`src/rtl/core/tbt_pkg.sv`:
```
`timescale 1ns / 1ps

package tbt_pkg;

  typedef enum logic [3:0] {
    MODE_IDLE  = 4'b0001,
    MODE_IDENT = 4'b0010,
    MODE_INT   = 4'b0100,
    MODE_STR   = 4'b1000
  } mode_e;

  localparam int unsigned NUM_KW      = 10;
  localparam int unsigned MAX_LETTERS = 6;
  localparam int unsigned NUM_OPS     = 8;

  localparam logic [4:0] KIND_VAR  = 5'd10;
  localparam logic [4:0] KIND_INT  = 5'd11;
  localparam logic [4:0] KIND_OP0  = 5'd12;
  localparam logic [4:0] KIND_SCHR = 5'd20;
  localparam logic [4:0] KIND_SEND = 5'd21;
  localparam logic [4:0] KIND_ERR  = 5'd22;

  localparam logic [7:0] CH_TAB   = 8'h09;
  localparam logic [7:0] CH_CR    = 8'h0D;
  localparam logic [7:0] CH_SPACE = 8'h20;
  localparam logic [7:0] CH_QUOTE = 8'h22;
  localparam logic [7:0] CH_0     = 8'h30;
  localparam logic [7:0] CH_9     = 8'h39;
  localparam logic [7:0] CH_QMARK = 8'h3F;
  localparam logic [7:0] CH_A     = 8'h41;
  localparam logic [7:0] CH_Z     = 8'h5A;

  localparam logic [2:0] LETTERS_FULL = 3'd6;
  localparam logic [2:0] LETTERS_SAT  = 3'd7;

  // Keyword spellings, letters as 0..25, unused tail entries zero
  localparam logic [2:0] KW_LEN [NUM_KW] = '{
    3'd3, 3'd5, 3'd5, 3'd2, 3'd4, 3'd4, 3'd5, 3'd6, 3'd3, 3'd3
  };
  localparam logic [4:0] KW_TEXT [NUM_KW][MAX_LETTERS] = '{
    '{5'd11, 5'd4,  5'd19, 5'd0,  5'd0,  5'd0 },  // LET
    '{5'd15, 5'd17, 5'd8,  5'd13, 5'd19, 5'd0 },  // PRINT
    '{5'd8,  5'd13, 5'd15, 5'd20, 5'd19, 5'd0 },  // INPUT
    '{5'd8,  5'd5,  5'd0,  5'd0,  5'd0,  5'd0 },  // IF
    '{5'd19, 5'd7,  5'd4,  5'd13, 5'd0,  5'd0 },  // THEN
    '{5'd6,  5'd14, 5'd19, 5'd14, 5'd0,  5'd0 },  // GOTO
    '{5'd6,  5'd14, 5'd18, 5'd20, 5'd1,  5'd0 },  // GOSUB
    '{5'd17, 5'd4,  5'd19, 5'd20, 5'd17, 5'd13},  // RETURN
    '{5'd17, 5'd4,  5'd12, 5'd0,  5'd0,  5'd0 },  // REM
    '{5'd17, 5'd20, 5'd13, 5'd0,  5'd0,  5'd0 }   // RUN
  };

  localparam logic [7:0] OP_CHARS [NUM_OPS] = '{
    8'h3D, 8'h2C, 8'h2B, 8'h2D, 8'h2A, 8'h2F, 8'h3C, 8'h3E
  };

  typedef struct packed {
    logic       hit;
    logic [3:0] idx;
  } kw_hit_t;

  function automatic logic is_space(input logic [7:0] c);
    return (c == CH_SPACE) || ((c >= CH_TAB) && (c <= CH_CR));
  endfunction

  function automatic logic is_digit(input logic [7:0] c);
    return (c >= CH_0) && (c <= CH_9);
  endfunction

  function automatic logic is_letter(input logic [7:0] c);
    return (c >= CH_A) && (c <= CH_Z);
  endfunction

  function automatic kw_hit_t kw_lookup(input logic [4:0] letters [MAX_LETTERS],
                                        input logic [2:0] cnt);
    kw_hit_t r;
    logic    eq;
    r = '0;
    for (int k = 0; k < NUM_KW; k++) begin
      eq = (cnt == KW_LEN[k]);
      for (int i = 0; i < MAX_LETTERS; i++) begin
        if ((3'(i) < KW_LEN[k]) && (letters[i] != KW_TEXT[k][i])) begin
          eq = 1'b0;
        end
      end
      if (eq && !r.hit) begin
        r.hit = 1'b1;
        r.idx = 4'(k);
      end
    end
    return r;
  endfunction

endpackage

```
`src/rtl/core/tbt_res_fifo.sv`:
```
`timescale 1ns / 1ps

module tbt_res_fifo import tbt_pkg::*; #(
  parameter int unsigned WIDTH = 70
) (
  input  logic             clk_i,
  input  logic             rst_ni,
  input  logic [1:0]       push_n_i,
  input  logic [WIDTH-1:0] din0_i,
  input  logic [WIDTH-1:0] din1_i,
  output logic             space_o,
  output logic             valid_o,
  input  logic             ready_i,
  output logic [WIDTH-1:0] dout_o
);

  localparam int unsigned DEPTH = 4;

  logic [WIDTH-1:0] mem_q [DEPTH];
  logic [1:0]       wr_ptr_q, wr_ptr_d;
  logic [1:0]       rd_ptr_q, rd_ptr_d;
  logic [2:0]       count_q, count_d;
  logic             pop;

  assign valid_o = (count_q != 3'd0);
  assign dout_o  = mem_q[rd_ptr_q];
  assign pop     = valid_o && ready_i;
  // room for two words regardless of the pop
  assign space_o = (count_q <= 3'd2);

  always_comb begin
    wr_ptr_d = wr_ptr_q + push_n_i;
    rd_ptr_d = rd_ptr_q + {1'b0, pop};
    count_d  = count_q + {1'b0, push_n_i} - {2'b0, pop};
  end

  always_ff @(posedge clk_i or negedge rst_ni) begin
    if (!rst_ni) begin
      wr_ptr_q <= '0;
      rd_ptr_q <= '0;
      count_q  <= '0;
    end else begin
      wr_ptr_q <= wr_ptr_d;
      rd_ptr_q <= rd_ptr_d;
      count_q  <= count_d;
    end
  end

  always_ff @(posedge clk_i) begin
    if (push_n_i != 2'd0) begin
      mem_q[wr_ptr_q] <= din0_i;
    end
    if (push_n_i == 2'd2) begin
      mem_q[wr_ptr_q + 2'd1] <= din1_i;
    end
  end

  a_no_overflow: assert property (@(posedge clk_i) disable iff (!rst_ni)
    (push_n_i != 2'd0) |-> (count_q <= 3'd2))
    else $error("result queue written without room");

  a_count_bound: assert property (@(posedge clk_i) disable iff (!rst_ni)
    count_q <= 3'(DEPTH))
    else $error("result queue count out of range");

endmodule

```
`src/rtl/core/tbt_lexer.sv`:
```
`timescale 1ns / 1ps

module tbt_lexer import tbt_pkg::*; #(
  parameter int unsigned VALUE_WIDTH = 64
) (
  input  logic                   clk_i,
  input  logic                   rst_ni,
  input  logic                   in_valid_i,
  output logic                   in_ready_o,
  input  logic [7:0]             ch_i,
  input  logic                   end_of_text_i,
  input  logic                   space_i,
  output logic [1:0]             push_n_o,
  output logic [4:0]             kind0_o,
  output logic [VALUE_WIDTH-1:0] val0_o,
  output logic [4:0]             kind1_o,
  output logic [VALUE_WIDTH-1:0] val1_o
);

  localparam int unsigned VW = VALUE_WIDTH;

  // input register
  logic       in_vld_q;
  logic [7:0] ch_q;
  logic       eot_q;
  logic       adv;

  // lexer state
  mode_e         mode_q, mode_d;
  logic [4:0]    letters_q [MAX_LETTERS];
  logic [4:0]    letters_d [MAX_LETTERS];
  logic [2:0]    count_q, count_d;
  logic [VW-1:0] acc_q, acc_d;
  logic          halted_q, halted_d;

  // start-of-token decode of the current byte
  logic          st_emit, st_halt, st_acc, st_let;
  logic [4:0]    st_kind;
  logic [7:0]    st_val;
  mode_e         st_mode;

  // identifier flush
  kw_hit_t       kw;
  logic [4:0]    fl_kind;
  logic [VW-1:0] fl_val;
  logic          fl_err;

  assign adv        = in_vld_q && space_i;
  assign in_ready_o = !in_vld_q || space_i;

  always_ff @(posedge clk_i or negedge rst_ni) begin
    if (!rst_ni) begin
      in_vld_q <= 1'b0;
    end else if (in_ready_o) begin
      in_vld_q <= in_valid_i;
    end
  end

  always_ff @(posedge clk_i) begin
    if (in_ready_o && in_valid_i) begin
      ch_q  <= ch_i;
      eot_q <= end_of_text_i;
    end
  end

  always_comb begin
    st_emit = 1'b0;
    st_halt = 1'b0;
    st_acc  = 1'b0;
    st_let  = 1'b0;
    st_kind = KIND_ERR;
    st_val  = ch_q;
    st_mode = MODE_IDLE;
    if (is_space(ch_q)) begin
      st_mode = MODE_IDLE;
    end else if (is_digit(ch_q)) begin
      st_mode = MODE_INT;
      st_acc  = 1'b1;
    end else if (is_letter(ch_q)) begin
      st_mode = MODE_IDENT;
      st_let  = 1'b1;
    end else if (ch_q == CH_QUOTE) begin
      st_mode = MODE_STR;
    end else begin
      st_emit = 1'b1;
      st_halt = 1'b1;
      for (int i = 0; i < NUM_OPS; i++) begin
        if (ch_q == OP_CHARS[i]) begin
          st_halt = 1'b0;
          st_kind = KIND_OP0 + 5'(i);
          st_val  = 8'h00;
        end
      end
    end
  end

  always_comb begin
    kw      = kw_lookup(letters_q, count_q);
    fl_err  = 1'b0;
    fl_kind = {1'b0, kw.idx};
    fl_val  = '0;
    if (!kw.hit) begin
      if (count_q == 3'd1) begin
        fl_kind = KIND_VAR;
        fl_val  = VW'(letters_q[0]);
      end else begin
        fl_kind = KIND_ERR;
        fl_val  = VW'({3'b000, letters_q[0]} + CH_A);
        fl_err  = 1'b1;
      end
    end
  end

  always_comb begin
    mode_d    = mode_q;
    letters_d = letters_q;
    count_d   = count_q;
    acc_d     = acc_q;
    halted_d  = halted_q;
    push_n_o  = 2'd0;
    kind0_o   = st_kind;
    val0_o    = VW'(st_val);
    kind1_o   = st_kind;
    val1_o    = VW'(st_val);

    if (adv && !halted_q) begin
      if (eot_q) begin
        mode_d = MODE_IDLE;
        case (mode_q)
          MODE_IDENT: begin
            push_n_o = 2'd1;
            kind0_o  = fl_kind;
            val0_o   = fl_val;
            halted_d = fl_err;
          end
          MODE_INT: begin
            push_n_o = 2'd1;
            kind0_o  = KIND_INT;
            val0_o   = acc_q;
          end
          MODE_STR: begin
            push_n_o = 2'd1;
            kind0_o  = KIND_ERR;
            val0_o   = VW'(CH_QMARK);
            halted_d = 1'b1;
          end
          default: ;
        endcase
      end else begin
        case (mode_q)
          MODE_IDENT: begin
            if (is_letter(ch_q)) begin
              if (count_q < LETTERS_FULL) begin
                letters_d[count_q] = 5'(ch_q - CH_A);
              end
              if (count_q != LETTERS_SAT) begin
                count_d = count_q + 3'd1;
              end
            end else begin
              push_n_o = 2'd1;
              kind0_o  = fl_kind;
              val0_o   = fl_val;
              mode_d   = MODE_IDLE;
              if (fl_err) begin
                halted_d = 1'b1;
              end else begin
                push_n_o = {st_emit, !st_emit};
                mode_d   = st_mode;
                halted_d = st_halt;
              end
            end
          end
          MODE_INT: begin
            if (is_digit(ch_q)) begin
              acc_d = (acc_q << 3) + (acc_q << 1) + VW'(ch_q[3:0]);
            end else begin
              push_n_o = {st_emit, !st_emit};
              kind0_o  = KIND_INT;
              val0_o   = acc_q;
              mode_d   = st_mode;
              halted_d = st_halt;
            end
          end
          MODE_STR: begin
            push_n_o = 2'd1;
            if (ch_q == CH_QUOTE) begin
              mode_d  = MODE_IDLE;
              kind0_o = KIND_SEND;
              val0_o  = '0;
            end else begin
              kind0_o = KIND_SCHR;
              val0_o  = VW'(ch_q);
            end
          end
          default: begin
            push_n_o = {1'b0, st_emit};
            mode_d   = st_mode;
            halted_d = st_halt;
          end
        endcase
        // a fresh token takes over the accumulator or the letter buffer
        if (!(mode_q == MODE_IDENT && fl_err) && mode_d != mode_q || mode_q == MODE_IDLE
            || (mode_q == MODE_IDENT && !is_letter(ch_q) && !fl_err)
            || (mode_q == MODE_INT && !is_digit(ch_q))) begin
          if (mode_q != MODE_STR) begin
            if (st_acc) begin
              acc_d = VW'(ch_q[3:0]);
            end
            if (st_let) begin
              letters_d[0] = 5'(ch_q - CH_A);
              count_d      = 3'd1;
            end
          end
        end
      end
    end
  end

  always_ff @(posedge clk_i or negedge rst_ni) begin
    if (!rst_ni) begin
      mode_q    <= MODE_IDLE;
      letters_q <= '{default: '0};
      count_q   <= '0;
      acc_q     <= '0;
      halted_q  <= 1'b0;
    end else begin
      mode_q    <= mode_d;
      letters_q <= letters_d;
      count_q   <= count_d;
      acc_q     <= acc_d;
      halted_q  <= halted_d;
    end
  end

  a_halt_sticks: assert property (@(posedge clk_i) disable iff (!rst_ni)
    halted_q |=> halted_q)
    else $error("halt released without reset");

  a_halt_silent: assert property (@(posedge clk_i) disable iff (!rst_ni)
    halted_q |-> (push_n_o == 2'd0))
    else $error("result produced while halted");

  a_push_needs_word: assert property (@(posedge clk_i) disable iff (!rst_ni)
    (push_n_o != 2'd0) |-> (adv && !halted_q))
    else $error("result produced without a word");

endmodule

```
`src/rtl/core/tiny_basic_tokenizer_unit.sv`:
```
`timescale 1ns / 1ps

// Tiny BASIC tokenizer. Takes one source byte (or an end-of-text mark) per
// word and returns tokens: ten keywords, single-letter variables, wrapping
// decimal integers of VALUE_WIDTH bits, eight operators, quoted strings one
// character per word followed by an end word, and one error word after which
// the unit stays silent until reset. last_o marks the final result of each
// input word. Each input word is held in the input register and decoded from
// there; the unit takes a word every cycle while the four-entry result queue
// has room for two results, so the sustained rate is one input word per cycle
// while the consumer keeps out_ready_i high, limited by the output side
// draining one result per cycle when a word yields two results (a token
// closed by an operator or by a bad character).
module tiny_basic_tokenizer_unit import tbt_pkg::*; #(
  parameter int unsigned VALUE_WIDTH = 64
) (
  input  logic                   clk_i,
  input  logic                   rst_ni,
  input  logic                   in_valid_i,
  output logic                   in_ready_o,
  input  logic [7:0]             ch_i,
  input  logic                   end_of_text_i,
  output logic                   out_valid_o,
  input  logic                   out_ready_i,
  output logic [4:0]             token_kind_o,
  output logic [VALUE_WIDTH-1:0] token_value_o,
  output logic                   last_o
);

  localparam int unsigned ENTRY_W = 5 + 1 + VALUE_WIDTH;

  logic [1:0]             push_n;
  logic                   space;
  logic [4:0]             kind0, kind1;
  logic [VALUE_WIDTH-1:0] val0, val1;
  logic [ENTRY_W-1:0]     din0, din1, dout;

  tbt_lexer #(
    .VALUE_WIDTH(VALUE_WIDTH)
  ) u_lexer (
    .clk_i,
    .rst_ni,
    .in_valid_i,
    .in_ready_o,
    .ch_i,
    .end_of_text_i,
    .space_i  (space),
    .push_n_o (push_n),
    .kind0_o  (kind0),
    .val0_o   (val0),
    .kind1_o  (kind1),
    .val1_o   (val1)
  );

  // first of two results is never last; a lone result always is
  assign din0 = {kind0, (push_n == 2'd1), val0};
  assign din1 = {kind1, 1'b1, val1};

  tbt_res_fifo #(
    .WIDTH(ENTRY_W)
  ) u_res_fifo (
    .clk_i,
    .rst_ni,
    .push_n_i (push_n),
    .din0_i   (din0),
    .din1_i   (din1),
    .space_o  (space),
    .valid_o  (out_valid_o),
    .ready_i  (out_ready_i),
    .dout_o   (dout)
  );

  assign token_kind_o  = dout[ENTRY_W-1 -: 5];
  assign last_o        = dout[VALUE_WIDTH];
  assign token_value_o = dout[VALUE_WIDTH-1:0];

endmodule
```
`config.mk`:
```
export PLATFORM = sky130hd
export DESIGN_NAME = tiny_basic_tokenizer_unit
export DESIGN_NICKNAME = d
export VERILOG_FILES = /design/src/rtl/core/tbt_pkg.sv /design/src/rtl/core/tbt_res_fifo.sv /design/src/rtl/core/tbt_lexer.sv /design/src/rtl/core/tiny_basic_tokenizer_unit.sv
export SDC_FILE = /design/constraint.sdc
export NUM_CORES = 1
export LEC_CHECK = 0
export BUFFER_PORTS_ARGS = -buffer_cell sky130_fd_sc_hd__buf_2
export CAP_MARGIN = 20
export CELL_PAD_IN_SITES_DETAIL_PLACEMENT = 0
export CELL_PAD_IN_SITES_GLOBAL_PLACEMENT = 1
export CORE_MARGIN = 10
export CORE_UTILIZATION = 35
export DETAILED_ROUTE_END_ITERATION = 16
export PLACE_DENSITY = 0.59
export SLEW_MARGIN = 15
export SYNTH_ARGS = -nofsm -noshare
export SYNTH_HDL_FRONTEND = slang
export SYNTH_SLANG_ARGS = --single-unit
```
`constraint.sdc`:
```
create_clock -name clk_i -period 4.35 [get_ports clk_i]
set_input_delay 0.87 -clock clk_i [delete_from_list [all_inputs] [get_ports clk_i]]
set_output_delay 0.87 -clock clk_i [all_outputs]
set_load 0.01 [all_outputs]
```
# After elaboration in Yosys (flattened, before gate mapping)
# Memory sizes are Yosys's and may differ from the RTL's.
# Index checks and enable logic that the tools add are counted.
# Widths: inputs -> output; s select.
[totals]
reg_bits = 119
ram_bits = 280
in_bits = 13
out_inout_bits = 72
n_memories = 1
[op_classes]
addsub = 10
magnitude_cmp = 10
eq_ne = 56
muxes = 163
n_bitwise = 2
reduce_logical = 49
[memory_table]
columns = ["memory", "words", "width", "rd", "rd_ports_with_merged_regs", "wr", "line", "rtl"]
rows = [
  ["u_res_fifo.mem_q", 4, 70, 1, 0, 2, "tbt_res_fifo.sv:19", "logic [WIDTH-1:0] mem_q [DEPTH];"],
]
[ops]
columns = ["cell", "n"]
rows = [
  ["$mux 64", 11],
  ["$pmux 64 s3", 2],
  ["$mux 5", 32],
  ["$mux 8", 13],
  ["$mux 30", 3],
  ["$eq 8x6->1 const B", 10],
  ["$mux 1", 72],
  ["$add 64x4->64", 1],
  ["$add 64x64->64", 1],
  ["$ne 5x4->1 const B", 12],
  ["$ne 5x5->1 const B", 9],
  ["$mux 4", 11],
  ["$bwmux 30", 1],
  ["$pmux 5 s3", 2],
  ["$ne 5x3->1 const B", 5],
  ["$logic_and 1x1->1", 22],
  ["$mux 3", 6],
  ["$logic_not 1->1", 16],
  ["$demux 5 s3", 1],
  ["$pmux 4 s3", 1],
  ["$mux 2", 5],
  ["$reduce_and 5->1", 2],
  ["$eq 3x3->1 const B", 3],
  ["$add 5x7->8 const B", 1],
  ["41 further kinds", 48],
]

# Logic depth before layout (Yosys ltp)
[depth]
depth_word = 44
mapped_depth = 16
ltp_nobuf = 13

# Cells and area by module
# A second synthesis with hierarchy kept.
[hier_totals]
cells_unflattened = 2053
hier_area_um2 = 24908.9
[by_module_without_submodules]
columns = ["module", "n_inst", "cells_each", "area_each_um2"]
rows = [
  ["tbt_res_fifo", 1, 718, 13873.3],
  ["tbt_lexer", 1, 1333, 11018.1],
  ["tiny_basic_tokenizer_unit", 1, 2, 17.5],
]

# Worst setup path before layout
# OpenSTA, ideal clock, no wires.
[synth_timing]
kind = "reg2reg"
from = "reg u_lexer.acc_q[0]"
to = "reg u_lexer.acc_q[40]"
setup_ps = 134
arrival_ps = 3551
slack_ps = 665
path_stages_with_launch = 13
period_less_slack_ps = 3685
cell_sequence = "dfrtp_1 -> fa_1 -> fa_1 -> a211oi_1 -> o21ai_0 -> nor4b_1 -> or4_1 -> a41o_1 -> o41a_1 -> a21oi_1 -> o21ai_1 -> xnor2_1 -> o21ai_0"
[synth_via]
elab_chain_cells = 7
[synth_lines]
columns = ["element", "line", "rtl"]
rows = [
  ["from (decl)", "tbt_lexer.sv:33", "logic [VW-1:0] acc_q, acc_d;"],
  ["from (signal assigned)", "tbt_lexer.sv:224", "acc_q <= '0;"],
  ["from (signal assigned)", "tbt_lexer.sv:230", "acc_q <= acc_d;"],
  ["$add 64x64->64 *", "tbt_lexer.sv:175", "acc_d = (acc_q << 3) + (acc_q << 1) + VW'(ch_q[3:0]);"],
  ["$add 64x4->64 *", "tbt_lexer.sv:175", ""],
  ["$mux 64 *", "tbt_lexer.sv:174", "if (is_digit(ch_q)) begin"],
  ["$mux 64 *", "tbt_lexer.sv:150", "case (mode_q)"],
  ["$mux 64", "tbt_lexer.sv:206", "if (st_acc) begin"],
  ["$mux 64", "tbt_lexer.sv:205", "if (mode_q != MODE_STR) begin"],
  ["$mux 64 *", "tbt_lexer.sv:202", "if (!(mode_q == MODE_IDENT && fl_err) && mode_d != mode_q || mode_q == MODE_IDLE"],
]
# Mark *: on every way between the ends. The rest lies on a longest branch, timed or not.
# A chain may end at the register's enable or synchronous reset.

# Final worst setup path
# Same ends and word-level chain as after synthesis.

==> impl_metrics.json <==
{
  "synthSimpleGateAreaFrac_pct": 16.61,
  "status": "complete, no violations",
  "synth_most_common_cell": "nand3_1",
  "r2r-start": "u_lexer.acc_q[0]",
  "fmax_mhz": 246.4,
  "rrSetupSlack_ns": 0.29,
  "grt_usage_pct": 18.82,
  "syn-instance-count": 2346,
  "place_hpwl_mm": 48.50,
  "insertion_delay_ns": 0.62,
  "first_pass_iters": 5,
  "synth_top_area_share_pct": 20.50,
  "synth_edf_count": 61,
  "seq_area_frac_synth_pct": 41.09,
  "p_clk_share_pct": 42.3,
  "portBuffers": 84,
  "num_antenna_cells": 0,
  "n_fill_cell": 6383,
  "yosys.cell_types.count": 91,
  "relSlewSlack_pct": 40.38,
  "drive_gt1_share_pct": 14.42,
  "synth_area_leaders": "dfxtp_1 (20%), dfrtp_1 (12%), edfxtp_1 (8.2%)",
  "layout.nets": 2524,
  "synth_common_cells": "nand3_1 (260), nand2_1 (245), dfxtp_1 (228)",
  "multi_input_area_mm2": 0.01215,
  "cts_resized": 0,
  "finClkSkew_ns": 0.03556,
  "synth-adder-area-share_pct": 8.192,
  "synth_top_family_by_area": "compound AO/OA/AOI/OAI gates",
  "worst_pin_slew_ns": 0.8880,
  "path_cells": "fa_1, fa_1, a211oi_2, o21ai_0, nor4b_1, or4_1, a41o_1, o41a_1, a21oi_1, o21ai_1, xnor2_1, o21ai_0",
  "p_leak_nw": 10.03,
  "hold_viol_final": 0,
  "postCtsHoldBufs": 0,
  "grt_pass1_wl_mm": 111.3,
  "r2r_cells": 12,
  "post_cts_buffers": 0,
  "cts_buffers": 49,
  "postSynthAreaPerCell_um2": 9.492,
  "area_growth_pct": 13.52,
  "grt-ovfl-total": 0,
  "synth-xor-area-share_pct": 2.832,
  "cap_viol_max_count": 0,
  "drc": 0,
  "finalWorstSetupSlack_ns": 0.2909,
  "dieArea_mm2": 0.07411,
  "sequentialPowerShare_pct": 40.5,
  "gp_congestion": 0.8819,
  "cp-start-kind": "flip-flop",
  "row_count": 92,
  "hold_ws_ns": 0.3591,
  "wl_mm": 71.49,
  "async_flop_share_pct": 27.57,
  "cp-startpoint": "u_lexer.acc_q[0]",
  "stdcell_count": 3253,
  "synth_area_leader_cell": "dfxtp_1",
  "criticalPathCategory": "reg2reg",
  "pre_cts_slack_ns": 0.2546,
  "p_switching_w": 0.002986,
  "syn_area_mm2": 0.02227,
  "reg2reg_to": "u_lexer.acc_q[40]",
  "initial_core_util_pct": 35.30,
  "ios": 85,
  "period_share_pct": 93.31,
  "dpl.cell_count": 3162,
  "cts_root_buf": "clkbuf_16",
  "period_needed_ns": 4.059,
  "antenna_found_initial": 0,
  "drt_iter0_drc": 1437,
  "peakVddDrop_v": 0.0002680,
  "synthFlopType": "dfxtp_1",
  "grt_pass1_vias": 18470,
  "slew_violations": 0,
  "critPathSlowestCell": "fa_1",
  "cts.clk_slew.worst_paths_ns": 0.06,
  "synth_nets": 2503,
  "power_density_mw_per_mm2": 398.0,
  "worstPathArrival_ns": 4.50,
  "grt_max_degree": 72,
  "cts_tree": "yes",
  "core-area_mm2": 0.06308,
  "die_h_um": 272.2,
  "die-width_um": 272.2,
  "htree_levels": 2,
  "yosys_warnings": 0,
  "cp.required_ns": 4.79,
  "ys_ff_latch": 399,
  "netSwitchingFraction_pct": 29.68,
  "cts.path.max_buffers": 3,
  "synth_compound_area_share_pct": 19.26,
  "num_vias": 18580,
  "critPathCaptureType": "flip-flop",
  "cp_max_fo": 6,
  "seq_area_mm2": 0.009158,
  "setup-violations-final": 0,
  "vias_per_cell": 5.711,
  "slowest_delay_ns": 0.56,
  "grt_setup_unrepaired": "false",
  "final_util_pct": 40.07,
  "crit_end": "u_lexer.acc_q[40]",
  "cts_sinks": 399,
  "comb_power_share_pct": 17.2,
  "routedWlPerCell_um": 21.98,
  "p_int_w": 0.007075,
  "fin_tns_setup_ns": 0,
  "hold_class": "in2async",
  "synth_mux_area_share_pct": 7.423,
  "ant_nets": 0
}
==> worst min path at each step <==
stage / from / endpoint / slack (ns) / cells after the start
after floorplan: u_res_fifo.mem_q[3][61] / u_res_fifo.mem_q[3][61] / 0.44 / 2
after global placement: u_res_fifo.mem_q[0][55] / u_res_fifo.mem_q[0][55] / 0.44 / 2
after detailed placement: u_res_fifo.mem_q[2][45] / u_res_fifo.mem_q[2][45] / 0.45 / 2
after CTS: rst_ni / async pin / 0.38 / 1
after global routing: end_of_text_i / u_lexer.eot_q / 0.40 / 1
final: rst_ni / async pin / 0.36 / 1
==> per-layer routing <==
metal  global-route usage, %  wire length (um)
met1                   26.98             34540
met2                   29.51             31810
met3                   2.979              4149
met5                       0                 0
met4                   3.728               986
==> cells by family after synthesis <==
| group | count (synthesis) |
|---|---|
| and+or+nand+nor | 754 |
| AOI/OAI and AO/OA | 689 |
| buffers and inverters | 211 |
| adders and majority gates | 144 |
| DFF | 399 |
| xor gates and xnor gates | 72 |
| muxes | 77 |
==> worst max-delay path: cells and delay by family, from the launching register on <==
family | cells | cell delay (ns)
compound gates | 7 | 1.55
xor+xnor | 1 | 0.14
fa+ha+maj | 2 | 1.08
flops | 1 | 0.47
simple gates | 2 | 0.66
==> cells in the final DEF (no fill, tap or decap), types with 12 or more instances in the layout <==
| cell | instances |
|---|---|
| nand3_1 | 258 |
| nand2_1 | 241 |
| dfxtp_1 | 228 |
| o21ai_0 | 163 |
| ha_1 | 141 |
| a21oi_1 | 127 |
| dfrtp_1 | 107 |
| o31ai_1 | 99 |
| nor2_1 | 92 |
| o21ai_1 | 91 |
| buf_2 | 83 |
| mux4_2 | 70 |
| edfxtp_1 | 61 |
| clkbuf_16 | 49 |
| buf_4 | 43 |
| xnor2_1 | 42 |
| inv_1 | 38 |
| o22ai_1 | 38 |
| a21o_1 | 31 |
| xor2_1 | 30 |
| nand4_1 | 27 |
| nor3_1 | 21 |
| o211ai_1 | 16 |
| o21bai_1 | 16 |
| buf_12 | 16 |
| clkbuf_8 | 14 |
| a31oi_1 | 13 |
| o21a_1 | 12 |
==> power by group through the flow <==
stage | Sequential (W) | Clock [W] | Combinational [W]
floorplan | 0.00400 | 0 | 0.00126
global placement | 0.00414 | 0 | 0.00175
detailed placement | 0.00415 | 0 | 0.00176
CTS | 0.00407 | 0.00437 | 0.00177
global route | 0.00410 | 0.00451 | 0.00190
finish | 0.00407 | 0.00425 | 0.00173
==> registers in the layout (all words and copies together) (netlist names), named ones only <==
signal               cells
u_lexer.acc_q           64
u_lexer.ch_q             8
u_lexer.count_q          3
u_lexer.eot_q            1
u_lexer.halted_q         1
u_lexer.in_vld_q         1
u_lexer.letters_q        5
u_lexer.mode_q           4
u_res_fifo.count_q       3
u_res_fifo.mem_q       280
u_res_fifo.rd_ptr_q      2
u_res_fifo.wr_ptr_q      2
==> metrics by stage <==
step	total power, W	instance area, um2
2_1_floorplan	0.005260	22270
6_report	0.01006	25280
5_1_grt	0.01052	25280
4_1_cts	0.01021	25270
3_5_place_dp	0.005912	23570
3_3_place_gp	0.005890	23570
==> final cells by class <==
class	instances	area share [%]
Timing Repair Buffer	142	4.187
Sequential cell	399	36.23
Multi-Input combinational cell	1736	48.06
Clock inverter	21	1.030
Inverter	39	0.5791
Clock buffer	70	5.732
Tap cell	846	4.187
Note: power is estimated with default switching activity, not from simulation.
